--- config.mk ---
export PLATFORM = sky130hd
export DESIGN_NAME = three_stop_colour_map
export DESIGN_NICKNAME = d
export VERILOG_FILES = /design/src/rtl/core/tscm_pkg.sv /design/src/rtl/core/tscm_prep.sv /design/src/rtl/core/tscm_div_cell.sv /design/src/rtl/core/tscm_blend.sv /design/src/rtl/core/three_stop_colour_map.sv
export SDC_FILE = /design/constraint.sdc
export NUM_CORES = 2
export LEC_CHECK = 0
export BUFFER_PORTS_ARGS = -buffer_cell sky130_fd_sc_hd__buf_2
export CAP_MARGIN = 20
export CORE_MARGIN = 2
export CORE_UTILIZATION = 40
export DETAILED_ROUTE_END_ITERATION = 16
export SYNTH_ARGS = -nofsm -noshare
export SYNTH_HDL_FRONTEND = slang
export SYNTH_HIERARCHICAL = 1
export SYNTH_SLANG_ARGS = --single-unit
--- constraint.sdc ---
create_clock -name clock -period 6.45 [get_ports clock]
set_input_delay 0.645 -clock clock [delete_from_list [all_inputs] [get_ports clock]]
set_output_delay 0.645 -clock clock [all_outputs]
set_load 0.01 [all_outputs]
--- src/rtl/core/tscm_pkg.sv ---
// ----------------------------------------------------------------------------
// tscm_pkg: shared types and constants of the three stop colour map
// Normalisation format, register indexes, the beat carried along the divider
// chain and the colour stop table.
// ----------------------------------------------------------------------------
`default_nettype none

package tscm_pkg;

   // fraction bits of the normalised sample
   localparam int NORM_FRAC_BITS = 16;
   localparam int NORM_W         = NORM_FRAC_BITS + 1;

   // sample and range width, and width of a positive span or remainder
   localparam int SAMPLE_W = 32;
   localparam int DIFF_W   = SAMPLE_W + 1;

   // blend arithmetic width: colour * 2^(F-1) plus rounding fits with margin
   localparam int BLEND_W = NORM_FRAC_BITS + 10;

   localparam int CHANNEL_W = 8;
   localparam int RGB_W     = 3 * CHANNEL_W;

   // normalised one half and one
   localparam logic [NORM_W-1:0] NORM_HALF = NORM_W'(1) << (NORM_FRAC_BITS - 1);
   localparam logic [NORM_W-1:0] NORM_ONE  = NORM_W'(1) << NORM_FRAC_BITS;

   // configuration register indexes
   localparam int CSR_INDEX_W = 8;
   localparam logic [CSR_INDEX_W-1:0] REG_RANGE_MINIMUM = CSR_INDEX_W'(0);
   localparam logic [CSR_INDEX_W-1:0] REG_RANGE_MAXIMUM = CSR_INDEX_W'(1);

   // stop and channel codes
   localparam logic [1:0] STOP_LOW  = 2'd0;
   localparam logic [1:0] STOP_MID  = 2'd1;
   localparam logic [1:0] STOP_HIGH = 2'd2;

   localparam logic [1:0] CH_RED   = 2'd0;
   localparam logic [1:0] CH_GREEN = 2'd1;
   localparam logic [1:0] CH_BLUE  = 2'd2;

   // one beat travelling down the divider chain
   typedef struct packed {
      logic                      valid;
      logic                      special;   // normalised value already known
      logic [NORM_W-1:0]         special_n;
      logic [SAMPLE_W-1:0]       span;      // positive divisor
      logic [SAMPLE_W-1:0]       rem;       // partial remainder, below span unless special
      logic [NORM_FRAC_BITS-1:0] quot;      // quotient bits so far
   } tscm_beat_type;

   // colour stop table
   function automatic logic [CHANNEL_W-1:0] stop_channel(input logic [1:0] stop,
                                                         input logic [1:0] ch);
      logic [CHANNEL_W-1:0] value;
      value = '0;
      case (stop)
         STOP_LOW: begin
            case (ch)
               CH_RED:   value = 8'd8;
               CH_GREEN: value = 8'd29;
               CH_BLUE:  value = 8'd55;
               default:  value = '0;
            endcase
         end
         STOP_MID: begin
            case (ch)
               CH_RED:   value = 8'd23;
               CH_GREEN: value = 8'd132;
               CH_BLUE:  value = 8'd160;
               default:  value = '0;
            endcase
         end
         STOP_HIGH: begin
            case (ch)
               CH_RED:   value = 8'd250;
               CH_GREEN: value = 8'd221;
               CH_BLUE:  value = 8'd90;
               default:  value = '0;
            endcase
         end
         default: value = '0;
      endcase
      return value;
   endfunction

endpackage

`default_nettype wire

--- src/rtl/core/tscm_prep.sv ---
// ----------------------------------------------------------------------------
// tscm_prep: offset and span of one sample
// Forms sample - minimum and maximum - minimum, folds a reversed range and
// settles the flat, clamped and degenerate cases before the divider chain.
// ----------------------------------------------------------------------------
`default_nettype none

module tscm_prep (
   input  wire logic                             clock,
   input  wire logic                             reset,
   input  wire logic                             advance,
   input  wire logic                             sample_valid,
   input  wire logic [tscm_pkg::SAMPLE_W-1:0]    sample,
   input  wire logic [tscm_pkg::SAMPLE_W-1:0]    range_minimum,
   input  wire logic [tscm_pkg::SAMPLE_W-1:0]    range_maximum,
   output tscm_pkg::tscm_beat_type               beat_out
);
   import tscm_pkg::*;

   logic signed [DIFF_W-1:0] span_s;
   logic signed [DIFF_W-1:0] off_s;
   logic signed [DIFF_W-1:0] span_abs;
   logic signed [DIFF_W-1:0] off_abs;
   tscm_beat_type            beat_in;
   tscm_beat_type            beat_ff;

   // exact differences, reversed range folded by negating both
   always_comb begin
      span_s = signed'({range_maximum[SAMPLE_W-1], range_maximum})
             - signed'({range_minimum[SAMPLE_W-1], range_minimum});
      off_s  = signed'({sample[SAMPLE_W-1], sample})
             - signed'({range_minimum[SAMPLE_W-1], range_minimum});
      if (span_s[DIFF_W-1]) begin
         span_abs = -span_s;
         off_abs  = -off_s;
      end else begin
         span_abs = span_s;
         off_abs  = off_s;
      end
   end

   // classify the sample
   always_comb begin
      beat_in.valid     = sample_valid;
      beat_in.special   = 1'b1;
      beat_in.special_n = '0;
      beat_in.span      = span_abs[SAMPLE_W-1:0];
      beat_in.rem       = off_abs[SAMPLE_W-1:0];
      beat_in.quot      = '0;
      if (span_s == '0) begin
         beat_in.special_n = NORM_HALF;
      end else if (off_abs[DIFF_W-1] || off_abs == '0) begin
         beat_in.special_n = '0;
      end else if (off_abs >= span_abs) begin
         beat_in.special_n = NORM_ONE;
      end else begin
         beat_in.special = 1'b0;
      end
   end

   // first register of the chain
   always_ff @(posedge clock) begin
      if (reset) begin
         beat_ff.valid <= 1'b0;
      end else if (advance) begin
         beat_ff <= beat_in;
      end
   end

   assign beat_out = beat_ff;

endmodule

`default_nettype wire

--- src/rtl/core/tscm_div_cell.sv ---
// ----------------------------------------------------------------------------
// tscm_div_cell: one restoring division step
// Doubles the partial remainder, subtracts the span where it fits and
// shifts the resulting quotient bit in; passes the beat to the next cell.
// ----------------------------------------------------------------------------
`default_nettype none

module tscm_div_cell (
   input  wire logic                clock,
   input  wire logic                reset,
   input  wire logic                advance,
   input  tscm_pkg::tscm_beat_type  beat_in,
   output tscm_pkg::tscm_beat_type  beat_out
);
   import tscm_pkg::*;

   logic [DIFF_W-1:0] doubled;
   logic [DIFF_W-1:0] span_ext;
   logic              fits;
   tscm_beat_type     step_in;
   tscm_beat_type     beat_ff;

   // one quotient bit
   always_comb begin
      doubled  = {beat_in.rem, 1'b0};
      span_ext = {1'b0, beat_in.span};
      fits     = doubled >= span_ext;
      step_in  = beat_in;
      if (fits) begin
         step_in.rem = SAMPLE_W'(doubled - span_ext);
      end else begin
         step_in.rem = doubled[SAMPLE_W-1:0];
      end
      step_in.quot = {beat_in.quot[NORM_FRAC_BITS-2:0], fits};
   end

   // cell register
   always_ff @(posedge clock) begin
      if (reset) begin
         beat_ff.valid <= 1'b0;
      end else if (advance) begin
         beat_ff <= step_in;
      end
   end

   assign beat_out = beat_ff;

endmodule

`default_nettype wire

--- src/rtl/core/tscm_blend.sv ---
// ----------------------------------------------------------------------------
// tscm_blend: segment selection and channel interpolation
// Picks the lower or upper segment from the normalised value, blends the
// two stops of each channel with rounding and holds the result beat.
// ----------------------------------------------------------------------------
`default_nettype none

module tscm_blend (
   input  wire logic                          clock,
   input  wire logic                          reset,
   input  wire logic                          advance,
   input  tscm_pkg::tscm_beat_type            beat_in,
   output logic                               rgb_valid,
   output logic [tscm_pkg::RGB_W-1:0]         rgb
);
   import tscm_pkg::*;

   logic [NORM_W-1:0]           norm;
   logic [NORM_FRAC_BITS-1:0]   frac;
   logic [1:0]                  stop_a;
   logic [1:0]                  stop_b;
   logic [CHANNEL_W-1:0]        first  [3];
   logic [CHANNEL_W-1:0]        second [3];
   logic signed [9:0]           delta  [3];
   logic signed [BLEND_W-1:0]   total  [3];
   logic [RGB_W-1:0]            rgb_in;
   logic [RGB_W-1:0]            rgb_ff;
   logic                        valid_ff;

   // normalised value and segment
   always_comb begin
      norm = beat_in.special ? beat_in.special_n : {1'b0, beat_in.quot};
      if (norm <= NORM_HALF) begin
         stop_a = STOP_LOW;
         stop_b = STOP_MID;
         frac   = norm[NORM_FRAC_BITS-1:0];
      end else begin
         stop_a = STOP_MID;
         stop_b = STOP_HIGH;
         frac   = NORM_FRAC_BITS'(norm - NORM_HALF);
      end
   end

   // per channel blend with round half up
   always_comb begin
      for (int c = 0; c < 3; c++) begin
         first[c]  = stop_channel(stop_a, 2'(c));
         second[c] = stop_channel(stop_b, 2'(c));
         delta[c]  = signed'({2'b00, second[c]}) - signed'({2'b00, first[c]});
         total[c]  = (signed'(BLEND_W'(first[c])) <<< (NORM_FRAC_BITS - 1))
                   + signed'(BLEND_W'(frac)) * BLEND_W'(delta[c])
                   + (signed'(BLEND_W'(1)) <<< (NORM_FRAC_BITS - 2));
         rgb_in[c*CHANNEL_W +: CHANNEL_W] = total[c][NORM_FRAC_BITS-1 +: CHANNEL_W];
      end
   end

   // output register
   always_ff @(posedge clock) begin
      if (reset) begin
         valid_ff <= 1'b0;
      end else if (advance) begin
         valid_ff <= beat_in.valid;
         rgb_ff   <= rgb_in;
      end
   end

   assign rgb_valid = valid_ff;
   assign rgb       = rgb_ff;

endmodule

`default_nettype wire

--- src/rtl/core/three_stop_colour_map.sv ---
// ----------------------------------------------------------------------------
// three_stop_colour_map: scalar sample to RGB colour
// Normalises a sample against the configured range through a chain of
// restoring division cells and blends between three colour stops.
// ----------------------------------------------------------------------------
//
//   channel   direction  beat contents
//   req_      in         sample (32 bit signed)
//   rsp_      out        red, green, blue (8 bit each)
//   csr_      in         register index, 32 bit write data
//
// One sample per clock is accepted while the chain is not stalled. A result
// passes through one prep cell, one division cell per quotient bit and
// the blend register.
// The whole chain stalls together while a result beat waits on rsp_tready.
// Reset clears the valid bits of the chain and both range registers.
// ----------------------------------------------------------------------------
`default_nettype none

module three_stop_colour_map (
   input  wire logic                              clock,
   input  wire logic                              reset,
   // sample: [31:0] sample
   input  wire logic                              req_tvalid,
   output logic                                   req_tready,
   input  wire logic [tscm_pkg::SAMPLE_W-1:0]     req_tdata,
   // colour: [7:0] red, [15:8] green, [23:16] blue
   output logic                                   rsp_tvalid,
   input  wire logic                              rsp_tready,
   output logic [tscm_pkg::RGB_W-1:0]             rsp_tdata,
   // register writes
   input  wire logic                              csr_valid,
   output logic                                   csr_ready,
   input  wire logic [tscm_pkg::CSR_INDEX_W-1:0]  csr_index,
   input  wire logic [tscm_pkg::SAMPLE_W-1:0]     csr_data
);
   import tscm_pkg::*;

   logic                advance;
   logic [SAMPLE_W-1:0] range_minimum_ff;
   logic [SAMPLE_W-1:0] range_maximum_ff;
   tscm_beat_type       chain [NORM_FRAC_BITS+1];

   // whole chain moves when the result slot is free or being emptied
   assign advance    = !rsp_tvalid || rsp_tready;
   assign req_tready = advance;
   assign csr_ready  = 1'b1;

   // range registers
   always_ff @(posedge clock) begin
      if (reset) begin
         range_minimum_ff <= '0;
         range_maximum_ff <= '0;
      end else if (csr_valid && csr_ready) begin
         case (csr_index)
            REG_RANGE_MINIMUM: range_minimum_ff <= csr_data;
            REG_RANGE_MAXIMUM: range_maximum_ff <= csr_data;
            default: ;
         endcase
      end
   end

   // offset and span
   tscm_prep u_prep (
      .clock         (clock),
      .reset         (reset),
      .advance       (advance),
      .sample_valid  (req_tvalid),
      .sample        (req_tdata),
      .range_minimum (range_minimum_ff),
      .range_maximum (range_maximum_ff),
      .beat_out      (chain[0])
   );

   // division chain, one quotient bit per cell
   for (genvar i = 0; i < NORM_FRAC_BITS; i++) begin : g_cell
      tscm_div_cell u_cell (
         .clock    (clock),
         .reset    (reset),
         .advance  (advance),
         .beat_in  (chain[i]),
         .beat_out (chain[i+1])
      );
   end

   // colour blend and result register
   tscm_blend u_blend (
      .clock     (clock),
      .reset     (reset),
      .advance   (advance),
      .beat_in   (chain[NORM_FRAC_BITS]),
      .rgb_valid (rsp_tvalid),
      .rgb       (rsp_tdata)
   );

   // remainder stays below the span at the head of the chain
   a_rem_head: assert property (@(posedge clock) disable iff (reset)
      chain[0].valid && !chain[0].special |-> chain[0].rem < chain[0].span)
      else $error("partial remainder not below span at chain head");

   // remainder stays below the span at the tail of the chain
   a_rem_tail: assert property (@(posedge clock) disable iff (reset)
      chain[NORM_FRAC_BITS].valid && !chain[NORM_FRAC_BITS].special
      |-> chain[NORM_FRAC_BITS].rem < chain[NORM_FRAC_BITS].span)
      else $error("partial remainder not below span at chain tail");

   // a flat range gives the middle stop
   a_mid_stop: assert property (@(posedge clock) disable iff (reset)
      advance && chain[NORM_FRAC_BITS].valid && chain[NORM_FRAC_BITS].special
      && chain[NORM_FRAC_BITS].special_n == NORM_HALF
      |=> rsp_tvalid && rsp_tdata == {8'd160, 8'd132, 8'd23})
      else $error("half value did not give the middle stop");

   // no result beat straight after reset
   a_reset_empty: assert property (@(posedge clock)
      $past(reset) |-> !rsp_tvalid)
      else $error("result beat valid after reset");

endmodule

`default_nettype wire

==> metrics.md <==
| Metric | Value |
|---|---|
| Area of the multi-input gates | `50800 um2` |
| Total Nets Final | `10.4k` |
| Mean area per synthesized cell | `11.5 um2` |
| Deepest level of the CTS H-tree | `4` |
| Share of final-layout standard cells stronger than drive strength 1 | `16.7%` |
| Global-route wire length before repair | `416000 um` |
| Buffers plus inverters on the worst setup path | `10` |
| Layout overhead on the synthesized area | `13.1%` |
| Worst R2R End | `u_blend/rgb[4]` |
| TritonCTS clock tree | `built` |
| Number of hold violations in the final report | `0` |
| Worst setup skew after layout | `0.0886 ns` |
| Routed len/inst | `21.2 um` |
| Worst setup slack for register-to-register paths | `0.17 ns` |
| Wire length on met1 | `117000 um` |
| Reported leakage power | `48.0 nW` |
| Slew at the pin closest to its max-slew limit | `1.11 ns` |
| Count of nets left with antenna violations after detail routing | `0` |
| VDD IR-drop max | `0.465 mV` |
| Clock network latency to the later pin of the worst-skew pair | `0.86 ns` |
| Clk pin slew, worst setup/hold paths | `0.06 ns` |
| Count of warnings emitted by yosys | `6` |
| Launch point of the worst reg-to-reg path | `g_cell[15].u_cell/beat_out[97]` |
| Detailed Route WL | `272000 um` |
| Vias in the first global route | `69.8k` |
| Met2 Wirelength | `138000 um` |
| Routed vias | `69.0k` |
| Critical Path Sink | `u_blend/rgb[4]` |
| Critical path required time | `7.03 ns` |
| Final slew viol count | `0` |
| Initial antenna violation count | `5` |
| Clk sinks | `1557` |
| Placer congestion estimate | `0.925` |
| Worst Hold Class | `primary input to flip-flop` |
| Number of placement rows | `184` |
| Die Ht | `508 um` |
| Minimum hold slack | `0.105 ns` |
| Count of hold-fix buffers inserted at cts | `0` |
| Vias per Instance | `5.39` |
| GRT Residual Overflow | `0` |
| Minimum clock period after layout | `6.28 ns` |
| Maximum operating frequency | `0.159 GHz` |
| Top Ports | `104` |
| RSZ-0062 raised after global routing | `yes` |
| Final design instance area without fill | `115000 um2` |
| DIE WIDTH | `508 um` |
| GRT Resource Usage Total | `20.8%` |
| Final setup violation count | `0` |
| Instance count of the mapped netlist | `8848` |
| Type of the worst setup path | `flip-flop to flip-flop` |
| Metal3 WL | `9490 um` |
| Cell at the slowest stage of the critical path | `sky130_fd_sc_hd__fa_1` |
| Largest net degree at the start of global routing | `98` |
| Count of TritonRoute iterations in the first routing pass | `6` |
| Worst path most repeated cell | `sky130_fd_sc_hd__fa_1` |
| Signal arrival time at the worst endpoint | `6.86 ns` |
| Violation count after the first detailed-routing iteration | `4916` |
| Worst slew margin | `25.5%` |
| Total power density per cell area | `504 nW/um2` |
| Number of inserted filler cells in the final layout | `23.2k` |
| Run status | `complete, no violations` |
| Post-Route Utilization | `45.6%` |
| First element of the critical path | `g_cell[15].u_cell/beat_out[97]` |
| Crit-path max cell delay | `0.50 ns` |
| Critical Path Start Type | `flip-flop` |
| Maximum Capacitance Violations | `0` |
| Capturing element type of the critical path | `flip-flop` |
| Initial Util | `40.3%` |
| Post-DP Area | `108000 um2` |
| CTS max path bufs | `3` |
| Largest fanout on the critical path | `10` |
| Worst Reg-to-Reg Cells | `27` |
| Placeable core area | `252000 um2` |
| Cell class contributing the biggest share of worst-path delay | `adder cells` |
| Die Footprint | `258000 um2` |
| Count of cell instances traversed by the critical path | `27` |
| DRC Markers | `0` |
| Period utilization | `97.3%` |
| Top routing layer used | `met4` |
| Area used by sequential logic in the layout | `45900 um2` |
| Cell at the root of the clock tree | `sky130_fd_sc_hd__clkbuf_16` |
| Synthesized cell area | `101000 um2` |
| Estimated wirelength of the detail-placed design | `218000 um` |
| TritonCTS Buffers | `172` |
| Count of input and output buffers | `102` |
-- worst register-to-register path, stage by stage (launching register included) --
cell and delay, ns:
sky130_fd_sc_hd__edfxtp_1 0.44, sky130_fd_sc_hd__buf_6 0.17, sky130_fd_sc_hd__mux2_4 0.30, sky130_fd_sc_hd__inv_2 0.06
sky130_fd_sc_hd__nand4_1 0.12, sky130_fd_sc_hd__nor3_2 0.22, sky130_fd_sc_hd__o21a_4 0.21, sky130_fd_sc_hd__inv_4 0.06
sky130_fd_sc_hd__buf_12 0.15, sky130_fd_sc_hd__buf_4 0.17, sky130_fd_sc_hd__nor2_4 0.12, sky130_fd_sc_hd__buf_12 0.12
sky130_fd_sc_hd__fa_1 0.42, sky130_fd_sc_hd__inv_2 0.08, sky130_fd_sc_hd__fa_1 0.41, sky130_fd_sc_hd__inv_1 0.08
sky130_fd_sc_hd__fa_1 0.43, sky130_fd_sc_hd__fa_1 0.50, sky130_fd_sc_hd__ha_1 0.35, sky130_fd_sc_hd__ha_4 0.28
sky130_fd_sc_hd__nand4_1 0.08, sky130_fd_sc_hd__nor4b_2 0.31, sky130_fd_sc_hd__buf_4 0.19, sky130_fd_sc_hd__a221oi_4 0.07
sky130_fd_sc_hd__o31ai_4 0.28, sky130_fd_sc_hd__a31oi_2 0.16, sky130_fd_sc_hd__buf_4 0.16, sky130_fd_sc_hd__xnor2_1 0.11
-- power breakdown --
part / internal [mW] / total, mW / switching, mW
clock: 5.86 / 10.1 / 4.29
combinational: 14.6 / 31.6 / 17.0
sequential: 14.6 / 16.1 / 1.51
total: 35.0 / 57.9 / 22.8
-- placed cells by master (no fill, tap or decap), types with 126 or more instances in the layout --
cell,instances
sky130_fd_sc_hd__edfxtp_1,1475
sky130_fd_sc_hd__inv_1,956
sky130_fd_sc_hd__ha_1,764
sky130_fd_sc_hd__a21oi_1,463
sky130_fd_sc_hd__buf_4,416
sky130_fd_sc_hd__nor2_1,401
sky130_fd_sc_hd__nand2_1,385
sky130_fd_sc_hd__o21ai_0,351
sky130_fd_sc_hd__xnor2_1,294
sky130_fd_sc_hd__a21o_1,274
sky130_fd_sc_hd__mux2_4,270
sky130_fd_sc_hd__fa_1,228
sky130_fd_sc_hd__xor2_1,223
sky130_fd_sc_hd__nand4_1,207
sky130_fd_sc_hd__clkbuf_16,172
sky130_fd_sc_hd__nand2b_1,158
sky130_fd_sc_hd__nand3_1,126
-- layout make-up --
cell class / count / area share, %
well taps: 3348 / 3.65
multi-input cells: 6034 / 44.3
repair buffers: 538 / 3.46
flip-flops and latches: 1557 / 40.0
clock inverters: 115 / 1.30
clock buffers: 201 / 3.86
inverters: 999 / 3.38
diodes: 12 / 0.0262
-- worst min path at each step --
stage                              startpoint                             end  slack, ns  cells past startpoint
2_1_floorplan             u_prep/beat_out[95]   g_cell[0].u_cell/beat_out[95]       0.40                      0
3_3_place_gp   g_cell[14].u_cell/beat_out[82]  g_cell[15].u_cell/beat_out[82]       0.40                      0
3_5_place_dp     g_cell[9].u_cell/beat_out[4]   g_cell[10].u_cell/beat_out[5]       0.40                      0
4_1_cts                           csr_data[3]             range_maximum_ff[3]       0.04                      3
5_1_grt                           csr_data[0]             range_maximum_ff[0]       0.06                      3
6_report                          csr_data[3]             range_minimum_ff[3]       0.11                      3
-- state kept, by name, summed over array words and instances, names as in the netlist --
| name | count |
|---|---|
| range_minimum_ff | 32 |
| u_blend/rgb_valid | 1 |
| u_blend/rgb | 24 |
| range_maximum_ff | 32 |
| g_cell.u_cell/beat_out | 1400 |
| u_prep/beat_out | 68 |
-- what timing repair did --
| item | in CTS | in global routing |
|---|---|---|
| pin swaps | 18 | 101 |
| endpoints found under the setup margin | 17 | 23 |
| setup buffers | 3 | 17 |
| gates resized for setup | 53 | 157 |
-- routing by layer --
layer / track usage (%) / vias up
met3: 2.28 / 377
met2: 37.2 / 1470
met4: 6.43 / 0
li1: - / 33238
met5: 0 / -
met1: 26.2 / 33906
-- stage by stage --
stage	setup TNS [ns]	instances	total power, mW	setup slack, ns
3_3_place_gp	-2.63	12457	45.9	-0.340
4_1_cts	-0.0219	12776	57.3	-0.0118
2_1_floorplan	0	8885	38.3	0.00301
3_5_place_dp	-3.14	12457	46.3	-0.390
6_report	0	12804	57.9	0.173
5_1_grt	-0.248	12802	61.9	-0.0526
Power figures use the tool's default switching activity.
